===== src/rtl/mcf_pkg.sv =====
// Types, frame constants and the CRC-16 byte update of the command framer.
// No dependencies; used by the top level, front end, back end and result queue.
`default_nettype none

package mcf_pkg;

    localparam logic [7:0]  HdrByte = 8'h3E;
    localparam logic [7:0]  LenByte = 8'h08;
    localparam logic [7:0]  FcRead  = 8'h92;
    localparam logic [7:0]  FcSet   = 8'hA4;
    localparam logic [15:0] CrcInit = 16'hFFFF;
    localparam logic [15:0] CrcPoly = 16'hA001;
    localparam logic [15:0] AngleMin = 16'd1000;
    localparam logic [15:0] AngleMax = 16'd35000;

    localparam logic [3:0] IdxHdr    = 4'd0;
    localparam logic [3:0] IdxId     = 4'd1;
    localparam logic [3:0] IdxLen    = 4'd2;
    localparam logic [3:0] IdxFunc   = 4'd3;
    localparam logic [3:0] IdxDir    = 4'd4;
    localparam logic [3:0] IdxSpdLo  = 4'd5;
    localparam logic [3:0] IdxSpdHi  = 4'd6;
    localparam logic [3:0] IdxGoalLo = 4'd7;
    localparam logic [3:0] IdxGoalHi = 4'd8;
    localparam logic [3:0] IdxCrcLo  = 4'd11;
    localparam logic [3:0] IdxCrcHi  = 4'd12;

    typedef struct packed {
        logic        reject;
        logic        is_set;
        logic [7:0]  motor_id;
        logic [7:0]  direction;
        logic [15:0] speed;
        logic [15:0] goal;
    } cmd_t;

    typedef struct packed {
        logic [7:0] out_byte;
        logic       last;
        logic       rejected;
    } res_t;

    function automatic logic [15:0] crc_feed(input logic [15:0] acc, input logic [7:0] b);
        logic [15:0] a;
        a = acc ^ {8'h00, b};
        for (int k = 0; k < 8; k++)
        begin
            a = a[0] ? ((a >> 1) ^ CrcPoly) : (a >> 1);
        end
        return a;
    endfunction

endpackage

`default_nettype wire


===== src/rtl/motor_command_framer_crc16.sv =====
// Motor command framer: top level joining front end, back end and result queue.
// Depends on mcf_pkg, mcf_front, mcf_back and mcf_out_queue.
//
// Input channel: a command transfer happens on a rising edge with push high and
// full low. A read command yields a 13-byte frame; a set command with a goal
// angle inside 1000..35000 centidegrees yields a 13-byte frame, otherwise a
// single result with rejected and last set and out_byte zero.
// Result channel: the oldest result sits on out_byte/last/rejected while empty
// is low; a transfer happens on a rising edge with pop high and empty low.
// Bytes come in transmit order, last marks byte 12, the high CRC byte.
// Path: a command is registered in the command queue, its results in the result queue.
// Throughput: one byte per cycle from the back end while the result queue is not full,
// and a single result per rejected command; the frame walker and its CRC-16 byte update
// set that rate. The command queue holds two commands, the one being walked among them.
// Stalls: with pop low the result queue fills, the walker holds its place and
// the command queue fills until full rises; nothing is dropped.
// Reset: both queues empty, the walker returns to byte 0 and the CRC to 0xFFFF.
`default_nettype none

module motor_command_framer_crc16 (
    input  wire logic         clk,
    input  wire logic         rst_n,
    input  wire logic         push,
    output logic              full,
    input  wire logic         command,
    input  wire logic [7:0]   motor_id,
    input  wire logic [7:0]   direction,
    input  wire logic [15:0]  speed,
    input  wire logic [15:0]  goal_centideg,
    output logic              empty,
    input  wire logic         pop,
    output logic [7:0]        out_byte,
    output logic              last,
    output logic              rejected
);
    import mcf_pkg::*;

    logic head_valid;
    cmd_t head;
    logic head_take;
    logic oq_full;
    logic oq_push;
    res_t oq_data;
    res_t res;

    mcf_front u_front (
        .clk           (clk),
        .rst_n         (rst_n),
        .push          (push),
        .full          (full),
        .command       (command),
        .motor_id      (motor_id),
        .direction     (direction),
        .speed         (speed),
        .goal_centideg (goal_centideg),
        .head_valid    (head_valid),
        .head          (head),
        .head_take     (head_take)
    );

    mcf_back u_back (
        .clk        (clk),
        .rst_n      (rst_n),
        .head_valid (head_valid),
        .head       (head),
        .head_take  (head_take),
        .oq_full    (oq_full),
        .oq_push    (oq_push),
        .oq_data    (oq_data)
    );

    mcf_out_queue u_out_queue (
        .clk     (clk),
        .rst_n   (rst_n),
        .wr_en   (oq_push),
        .wr_data (oq_data),
        .wr_full (oq_full),
        .empty   (empty),
        .pop     (pop),
        .rd_data (res)
    );

    assign out_byte = res.out_byte;
    assign last     = res.last;
    assign rejected = res.rejected;

endmodule

`default_nettype wire


===== src/rtl/mcf_front.sv =====
// Front end: accepts commands, checks the goal angle, holds a two-entry command queue.
// Depends on mcf_pkg.
`default_nettype none

module mcf_front (
    input  wire logic         clk,
    input  wire logic         rst_n,
    input  wire logic         push,
    output logic              full,
    input  wire logic         command,
    input  wire logic [7:0]   motor_id,
    input  wire logic [7:0]   direction,
    input  wire logic [15:0]  speed,
    input  wire logic [15:0]  goal_centideg,
    output logic              head_valid,
    output mcf_pkg::cmd_t     head,
    input  wire logic         head_take
);
    import mcf_pkg::*;

    cmd_t       slot_reg [2];
    cmd_t       cls;
    logic       wr_ptr_reg, wr_ptr_next;
    logic       rd_ptr_reg, rd_ptr_next;
    logic [1:0] count_reg, count_next;
    logic       do_push;
    logic       do_take;

    always_comb
    begin
        cls.is_set    = command;
        cls.reject    = command && ((goal_centideg < AngleMin) || (goal_centideg > AngleMax));
        cls.motor_id  = motor_id;
        cls.direction = direction;
        cls.speed     = speed;
        cls.goal      = goal_centideg;
    end

    assign full       = (count_reg == 2'd2);
    assign head_valid = (count_reg != 2'd0);
    assign head       = slot_reg[rd_ptr_reg];
    assign do_push    = push && !full;
    assign do_take    = head_take && head_valid;

    always_comb
    begin
        wr_ptr_next = do_push ? !wr_ptr_reg : wr_ptr_reg;
        rd_ptr_next = do_take ? !rd_ptr_reg : rd_ptr_reg;
        count_next  = count_reg;
        if (do_push && !do_take)
        begin
            count_next = count_reg + 2'd1;
        end
        else if (!do_push && do_take)
        begin
            count_next = count_reg - 2'd1;
        end
    end

    always_ff @(posedge clk or negedge rst_n)
    begin
        if (!rst_n)
        begin
            wr_ptr_reg <= 1'b0;
            rd_ptr_reg <= 1'b0;
            count_reg  <= 2'd0;
        end
        else
        begin
            wr_ptr_reg <= wr_ptr_next;
            rd_ptr_reg <= rd_ptr_next;
            count_reg  <= count_next;
        end
    end

    always_ff @(posedge clk)
    begin
        if (do_push)
        begin
            slot_reg[wr_ptr_reg] <= cls;
        end
    end

endmodule

`default_nettype wire


===== src/rtl/mcf_back.sv =====
// Back end: walks the head frame, runs the CRC-16; a byte a cycle unless oq_full.
// Depends on mcf_pkg.
`default_nettype none

module mcf_back (
    input  wire logic         clk,
    input  wire logic         rst_n,
    input  wire logic         head_valid,
    input  mcf_pkg::cmd_t     head,
    output logic              head_take,
    input  wire logic         oq_full,
    output logic              oq_push,
    output mcf_pkg::res_t     oq_data
);
    import mcf_pkg::*;

    logic [3:0]  idx_reg, idx_next;
    logic [15:0] crc_reg, crc_next;
    logic [7:0]  frame_byte;
    logic        at_end;

    always_comb
    begin
        case (idx_reg)
            IdxHdr:    frame_byte = HdrByte;
            IdxId:     frame_byte = head.motor_id;
            IdxLen:    frame_byte = LenByte;
            IdxFunc:   frame_byte = head.is_set ? FcSet : FcRead;
            IdxDir:    frame_byte = head.is_set ? head.direction : 8'h00;
            IdxSpdLo:  frame_byte = head.is_set ? head.speed[7:0] : 8'h00;
            IdxSpdHi:  frame_byte = head.is_set ? head.speed[15:8] : 8'h00;
            IdxGoalLo: frame_byte = head.is_set ? head.goal[7:0] : 8'h00;
            IdxGoalHi: frame_byte = head.is_set ? head.goal[15:8] : 8'h00;
            IdxCrcLo:  frame_byte = crc_reg[7:0];
            IdxCrcHi:  frame_byte = crc_reg[15:8];
            default:   frame_byte = 8'h00;
        endcase
    end

    assign at_end    = (idx_reg == IdxCrcHi);
    assign oq_push   = head_valid && !oq_full;
    assign head_take = oq_push && (head.reject || at_end);

    always_comb
    begin
        oq_data.out_byte = head.reject ? 8'h00 : frame_byte;
        oq_data.last     = head.reject || at_end;
        oq_data.rejected = head.reject;
    end

    always_comb
    begin
        idx_next = idx_reg;
        crc_next = crc_reg;
        if (oq_push && !head.reject)
        begin
            if (at_end)
            begin
                idx_next = IdxHdr;
                crc_next = CrcInit;
            end
            else
            begin
                idx_next = idx_reg + 4'd1;
                if (idx_reg < IdxCrcLo)
                begin
                    crc_next = crc_feed(crc_reg, frame_byte);
                end
            end
        end
    end

    always_ff @(posedge clk or negedge rst_n)
    begin
        if (!rst_n)
        begin
            idx_reg <= IdxHdr;
            crc_reg <= CrcInit;
        end
        else
        begin
            idx_reg <= idx_next;
            crc_reg <= crc_next;
        end
    end

endmodule

`default_nettype wire


===== src/rtl/mcf_out_queue.sv =====
// Two-entry result queue between the back end and the result port.
// Depends on mcf_pkg.
`default_nettype none

module mcf_out_queue (
    input  wire logic         clk,
    input  wire logic         rst_n,
    input  wire logic         wr_en,
    input  mcf_pkg::res_t     wr_data,
    output logic              wr_full,
    output logic              empty,
    input  wire logic         pop,
    output mcf_pkg::res_t     rd_data
);
    import mcf_pkg::*;

    res_t       slot_reg [2];
    logic       wr_ptr_reg, wr_ptr_next;
    logic       rd_ptr_reg, rd_ptr_next;
    logic [1:0] count_reg, count_next;
    logic       do_wr;
    logic       do_rd;

    assign wr_full = (count_reg == 2'd2);
    assign empty   = (count_reg == 2'd0);
    assign rd_data = slot_reg[rd_ptr_reg];
    assign do_wr   = wr_en && !wr_full;
    assign do_rd   = pop && !empty;

    always_comb
    begin
        wr_ptr_next = do_wr ? !wr_ptr_reg : wr_ptr_reg;
        rd_ptr_next = do_rd ? !rd_ptr_reg : rd_ptr_reg;
        count_next  = count_reg;
        if (do_wr && !do_rd)
        begin
            count_next = count_reg + 2'd1;
        end
        else if (!do_wr && do_rd)
        begin
            count_next = count_reg - 2'd1;
        end
    end

    always_ff @(posedge clk or negedge rst_n)
    begin
        if (!rst_n)
        begin
            wr_ptr_reg <= 1'b0;
            rd_ptr_reg <= 1'b0;
            count_reg  <= 2'd0;
        end
        else
        begin
            wr_ptr_reg <= wr_ptr_next;
            rd_ptr_reg <= rd_ptr_next;
            count_reg  <= count_next;
        end
    end

    always_ff @(posedge clk)
    begin
        if (do_wr)
        begin
            slot_reg[wr_ptr_reg] <= wr_data;
        end
    end

endmodule

`default_nettype wire


===== config.mk =====
export PLATFORM = sky130hd
export DESIGN_NAME = motor_command_framer_crc16
export DESIGN_NICKNAME = d
export VERILOG_FILES = /design/src/rtl/mcf_pkg.sv /design/src/rtl/motor_command_framer_crc16.sv /design/src/rtl/mcf_front.sv /design/src/rtl/mcf_back.sv /design/src/rtl/mcf_out_queue.sv
export SDC_FILE = /design/constraint.sdc
export NUM_CORES = 1
export LEC_CHECK = 0
export ABC_CLOCK_PERIOD_IN_PS = 7000
export BUFFER_PORTS_ARGS = -buffer_cell sky130_fd_sc_hd__clkbuf_2
export CORE_AREA = 2 2 112 114
export CTS_CLUSTER_SIZE = 8
export DETAILED_ROUTE_END_ITERATION = 6
export DIE_AREA = 0 0 114 116
export PLACE_DENSITY = 0.78
export SYNTH_ARGS = -nofsm -noshare
export SYNTH_HDL_FRONTEND = slang
export SYNTH_SLANG_ARGS = --single-unit

===== constraint.sdc =====
create_clock -name clk -period 7 [get_ports clk]
set_clock_uncertainty 0.15 [all_clocks]
set_input_delay 0.35 -clock clk [delete_from_list [all_inputs] [get_ports clk]]
set_output_delay 0.35 -clock clk [all_outputs]
set_load 0.005 [all_outputs]

==> flow_summary.toml, run 1 <==
[logic_synthesis]
ys_seq_area_frac = 0.664
syn_area_um2 = 6510
ys_warn_count = 0
synth_area_per_cell_um2 = 14.4
synth-edff-count = 120
ys_seq_elements = 148
synth_cells = 451
ys_async_sr_fraction = 0.189
synth_cell_types = 53
synth-main-ff-cell = "edfxtp_1"
syn-num-nets = 511

[die]
die_width_um = 114
core_area_um2 = 11900
dieArea_um2 = 13200
start_util = 0.546
die_y_um = 116
num_rows = 40
pin_count = 65

[detailed_routing]
routedWlPerCell_um = 17.8
drt_iter0_drc = 334
drc = 0
via_per_inst = 5.64
drtPass1Iterations = 5
drt_wl_total_um = 12700
vias = 4031
ant_nets = 0

[min_path]
hold_path.class = "in -> reg"

[power_and_ir_drop]
pwr-share-seq = 0.343
vdd_drop_max_mv = 0.347
switchingPower_mw = 1.45
combPwrFrac = 0.438
switching_share = 0.331
power_density_nw_per_um2 = 549
p_leak_nw = 3.09
clock_power_share = 0.219
power.internal_mw = 2.92

[setup_path]
path_buf_inv = 1
worstPathRequired_ns = 7.20
arrival_ns = 3.69
path_delay_family = "XOR/XNOR gates"
cp_slowest_cell = "buf_4"
crit_chain = "buf_4 > mux2i_1 > o41ai_1 > o21ai_1 > nand3_1 > xor2_1 > xnor3_2 > xnor3_1 > a21oi_1"
crit_path_max_fanout = 49
end_kind = "flip-flop"
start_kind = "flip-flop"
worstSetupPathType = "reg -> reg"
slowest_delay_ns = 0.59

[layout]
multi_input_area_um2 = 2040
mostFrequentLayoutCell = "edfxtp_1"
finalNetCount = 616
drive_above_1_share = 0.245
final_util = 0.668
area.sequential_um2 = 4330
largest_reg_flops = 100
layout_common_cells = "edfxtp_1 (120), clkbuf_2 (64), nor2_1 (44)"
area_growth_syn_to_layout_pct = 22.3
diodes = 0
fillers = 849

[timing]
rsz0062_at_grt = "no"
worstMarginPinSlew_ns = 1.05
hold_viol = 0
min_period_over_period = 0.499
slew-limit-headroom = 0.295
setup_tns_ns = 0
fmax_mhz = 287
finalMaxSlewViolations = 0
layout_setup_ws_ns = 3.51
setup_viol = 0
finalCriticalPeriod_ns = 3.49

[clock_network]
numCtsBuffers = 17
path_clk_slew_ns = 0.06
htreeDepth = 4
cts_tree = "yes"
clock_path_buffers = 2
root_buffer = "clkbuf_16"
clock-sinks = 148
clk_latency_ns = 0.42
postCtsSetupBuffers = 0
cts_resized = 0

[grt]
overflow = 0
antenna_found_initial = 0
track_usage = 0.202
grt_use_met3 = 0.0544
grt_max_degree = 51
grt_use_met1 = 0.246
grtUsageMet2 = 0.345
grt_pass1_wl_um = 20100
busiest_layer = "met2"
grt_pass1_vias = 4031

[run_status]
outcome = "finished, final reports clean"

[placed_design]
dpl.hpwl_um = 7950
numPortBuffers = 64
routabilityCongestion = 0.875
dpl_worst_slack_ns = 3.59

[flow_run]
max_cap_viol_count = 0
## power groups by stage
| stage | logic, mW | clock network (mW) | registers [mW] |
|---|---|---|---|
| after floorplan | 1.59 | 0 | 1.45 |
| after global placement | 1.86 | 0 | 1.50 |
| after detailed placement | 1.89 | 0 | 1.51 |
| after CTS | 1.92 | 0.968 | 1.50 |
| after global routing | 2.07 | 1.01 | 1.52 |
| final | 1.91 | 0.956 | 1.50 |
## kinds of logic after synthesis
family          share of synthesized area
compound gates                     0.0748
xor+xnor                           0.0609
fa+ha+maj                          0.0135
buf+inv                            0.0240
mux                                0.0892
flops                               0.664
simple gates                       0.0731
## routing by layer
metal,share of wire,vias up,wire length (µm)
li1,-,1907,-
met2,0.50,164,6430
met1,0.41,1933,5270
met4,0.022,0,280
met5,0,-,0
met3,0.059,27,755
## Yosys cell counts (8+ instances only)
cell | number | share of area
a21oi_1 | 22 | 0.017
clkbuf_1 | 13 | 0.0075
dfrtp_1 | 12 | 0.046
dfstp_2 | 16 | 0.065
edfxtp_1 | 120 | 0.55
inv_1 | 11 | 0.0063
mux2_2 | 13 | 0.022
mux2i_1 | 42 | 0.065
nand2_1 | 11 | 0.0063
nor2_1 | 45 | 0.026
nor3_1 | 8 | 0.0062
o21ai_0 | 12 | 0.0092
o22ai_1 | 14 | 0.013
xnor2_1 | 19 | 0.026
xor2_1 | 8 | 0.011
## path summary, 6_finish.rpt
| path | slack [ns] | end | cells past startpoint | from |
|---|---|---|---|---|
| max | 3.51 | u_back.crc_reg[15]$_DFFE_PN1P_ | 9 | u_front.rd_ptr_reg$_DFFE_PN0P_ |
| min | 0.02 | u_front.slot_reg[0][48]$_DFFE_PP_ | 1 | command |
| max reg2reg | 3.51 | u_back.crc_reg[15]$_DFFE_PN1P_ | 9 | u_front.rd_ptr_reg$_DFFE_PN0P_ |
| min reg2reg | 0.34 | u_out_queue.wr_ptr_reg$_DFFE_PN0P_ | 1 | u_out_queue.wr_ptr_reg$_DFFE_PN0P_ |
| max in group asynchronous | 5.85 | u_front.rd_ptr_reg$_DFFE_PN0P_ | 2 | rst_n |
| min in group asynchronous | 0.36 | u_out_queue.rd_ptr_reg$_DFFE_PN0P_ | 2 | rst_n |
## timing repair
item | 4_1_cts | 5_1_grt
hold buffers | 39 | 0
setup endpoints to repair | 0 | 0
hold endpoints to repair | 87 | 0
## through the flow
stage,instances,power [mW],hold WS [ns],instance area (µm²)
2_1_floorplan,451,3.04,-0.0956,6510
3_3_place_gp,645,3.35,0.267,6940
3_5_place_dp,645,3.40,0.269,6940
4_1_cts,715,4.38,0.00179,7960
5_1_grt,715,4.61,0.00605,7960
6_report,715,4.37,0.0200,7960
## area by class of cell
| type | count | share of cell area |
|---|---|---|
| timing repair buffer | 107 | 0.0931 |
| tap | 147 | 0.0231 |
| clock inverter | 14 | 0.0253 |
| sequential | 148 | 0.543 |
| inverter | 11 | 0.00519 |
| clock buffer | 17 | 0.0534 |
| multi-input combinational | 271 | 0.257 |
Power figures use the tool's default switching activity.
==> run 2, diff against run 1 <==
--- a/config.mk
+++ b/config.mk
@@ -5,13 +5,13 @@
 export SDC_FILE = /design/constraint.sdc
 export NUM_CORES = 1
 export LEC_CHECK = 0
-export ABC_CLOCK_PERIOD_IN_PS = 7000
+export ABC_CLOCK_PERIOD_IN_PS = 3100
 export BUFFER_PORTS_ARGS = -buffer_cell sky130_fd_sc_hd__clkbuf_2
-export CORE_AREA = 2 2 112 114
+export CORE_AREA = 2 2 114 116
 export CTS_CLUSTER_SIZE = 8
 export DETAILED_ROUTE_END_ITERATION = 6
-export DIE_AREA = 0 0 114 116
-export PLACE_DENSITY = 0.78
+export DIE_AREA = 0 0 116 118
+export PLACE_DENSITY = 0.79
 export SYNTH_ARGS = -nofsm -noshare
 export SYNTH_HDL_FRONTEND = slang
 export SYNTH_SLANG_ARGS = --single-unit
==> constraint.sdc (replaced) <==
create_clock -name clk -period 3.1 [get_ports clk]
set_clock_uncertainty 0.15 [all_clocks]
set_input_delay 0.155 -clock clk [delete_from_list [all_inputs] [get_ports clk]]
set_output_delay 0.155 -clock clk [all_outputs]
set_load 0.005 [all_outputs]
==> run 2 against run 1 <==
Register-to-register slack worse by 3.4 ns. Die area up 3.5%. Fmax increased by 15%. Routed wire length is 16% higher. Final cell count rose by 12%. Setup slack worse by 3.4 ns. Design area rose by 9.8%. Sequential power grew 130%. Power rose to 2.6 times the previous value. Combinational power grew to 3.1 times the previous value.
==> flow_summary.toml, run 2 (synthesis gave the netlist of run 1 again) <==
[clock_network]
numCtsBuffers = 17
cts_tree = "yes"
root_buffer = "clkbuf_16"
path_clk_slew_ns = 0.06
clock-sinks = 148
htreeDepth = 4
clk_latency_ns = 0.42
clock_path_buffers = 2

[timing]
hold_viol = 0
min_period_over_period = 0.977
fmax_mhz = 330
slew-limit-headroom = 0.459
finalMaxSlewViolations = 0
worstMarginPinSlew_ns = 0.809
rsz0062_at_grt = "yes"
setup_viol = 0
finalCriticalPeriod_ns = 3.03
layout_setup_ws_ns = 0.0700

[die]
dieArea_um2 = 13700
start_util = 0.524
die_width_um = 116
num_rows = 41
core_area_um2 = 12400
die_y_um = 118
pin_count = 65

[placed_design]
numPortBuffers = 64
routabilityCongestion = 0.912
place_area_um2 = 7170
dpl.hpwl_um = 8820
dpl_worst_slack_ns = -0.122

[setup_path]
start_kind = "flip-flop"
worstSetupPathType = "reg -> reg"
end_kind = "flip-flop"
arrival_ns = 3.23
worstPathRequired_ns = 3.30
crit_path_max_fanout = 6

[power_and_ir_drop]
power.internal_mw = 7.74
clock_power_share = 0.195
design_power_total_mw = 11.6
p_leak_nw = 3.42
power_density_nw_per_um2 = 1320
switching_share = 0.330
switchingPower_mw = 3.82
pwr-share-seq = 0.298
vdd_drop_max_mv = 0.951
combPwrFrac = 0.507

[detailed_routing]
wl_met1_um = 5860
ant_nets = 0
drt_wl_total_um = 14800
dr.max_layer_used = "met4"
drt_iter0_drc = 342
drc = 0
route.met2.wl_um = 7640
vias = 4350
routedWlPerCell_um = 18.4
dr_wl_met3_um = 822
via_per_inst = 5.44
drtPass1Iterations = 5

[grt]
overflow = 0
antenna_found_initial = 0
grt_pass1_wl_um = 22700
track_usage = 0.223
grt_pass1_vias = 4392
grt_max_degree = 51

[layout]
layout_common_cells = "edfxtp_1 (120), clkbuf_2 (64), dlygate4sd3_1 (52)"
mostFrequentLayoutCell = "edfxtp_1"
area_growth_syn_to_layout_pct = 34.3
fin_area_um2 = 8740
fillers = 806
finalNetCount = 675
drive_above_1_share = 0.346
final_util = 0.704
largest_reg_flops = 100
diodes = 0

[min_path]
hold_path.class = "in -> async"

[run_status]
outcome = "finished, final reports clean"

[flow_run]
max_cap_viol_count = 0
[run 2: path summary, 6_finish.rpt]
path	startpoint	end	slack, ns	depth (start not counted)
hold reg to reg	u_front.count_reg[1]$_DFFE_PN0P_	u_front.count_reg[1]$_DFFE_PN0P_	0.35	1
max in group asynchronous	rst_n	u_back.idx_reg[3]$_DFFE_PN0P_	2.14	2
setup / recovery	u_back.idx_reg[1]$_DFFE_PN0P_	u_back.crc_reg[15]$_DFFE_PN1P_	0.07	11
min in group clk	direction[4]	u_front.slot_reg[1][36]$_DFFE_PP_	0.31	2
setup reg to reg	u_back.idx_reg[1]$_DFFE_PN0P_	u_back.crc_reg[15]$_DFFE_PN1P_	0.07	11
hold / removal	rst_n	u_out_queue.rd_ptr_reg$_DFFE_PN0P_	0.17	2
[run 2: power groups by stage]
stage                     sequential, mW  clock (mW)  combinational (mW)
after detailed placement            3.43           0                4.70
after CTS                           3.40        2.27                5.03
after global routing                3.51        2.37                6.31
after global placement              3.39           0                4.53
after floorplan                     3.26           0                3.59
final                               3.44        2.26                5.86
[run 2: metal layers]
metal | GRT usage | vias to the layer above
li1 | - | 2031
met2 | 0.374 | 168
met5 | 0 | -
met1 | 0.272 | 2112
met3 | 0.0505 | 39
met4 | 0.102 | 0
[run 2: metrics by stage]
step                      cells  TNS [ns]  hold slack, ns
after CTS                   784         0           0.191
after detailed placement    692    -0.193          0.0866
after global placement      692   -0.0435          0.0730
after floorplan             451         0          -0.291
final                       800         0           0.168
after global routing        800    -0.129           0.227
[run 2: cell type report]
class | count | area (µm²) | share of cell area
multi-input cells | 271 | 2230 | 0.255
clock inverters | 8 | 173 | 0.0198
inverters | 11 | 43.8 | 0.00501
repair buffers | 166 | 1270 | 0.145
well taps | 172 | 215 | 0.0246
flip-flops and latches | 148 | 4330 | 0.495
clock buffers | 24 | 482 | 0.0551
[run 2: worst max-delay path, cell delays in order, from the launching register on]
cell	delay [ns]
dfrtp_2	0.44
buf_6	0.13
ha_4	0.17
nand3b_1	0.13
buf_4	0.14
o22ai_1	0.06
or3_4	0.40
a21oi_4	0.18
xnor2_2	0.16
xnor3_2	0.50
xnor3_1	0.37
a21oi_2	0.13
[run 2: timing repair]
action,CTS,global route
buffers inserted,8,16
setup endpoints to repair,2,3
pin swaps,7,14
hold endpoints to repair,112,0
resized for setup,10,37
hold buffers,52,0
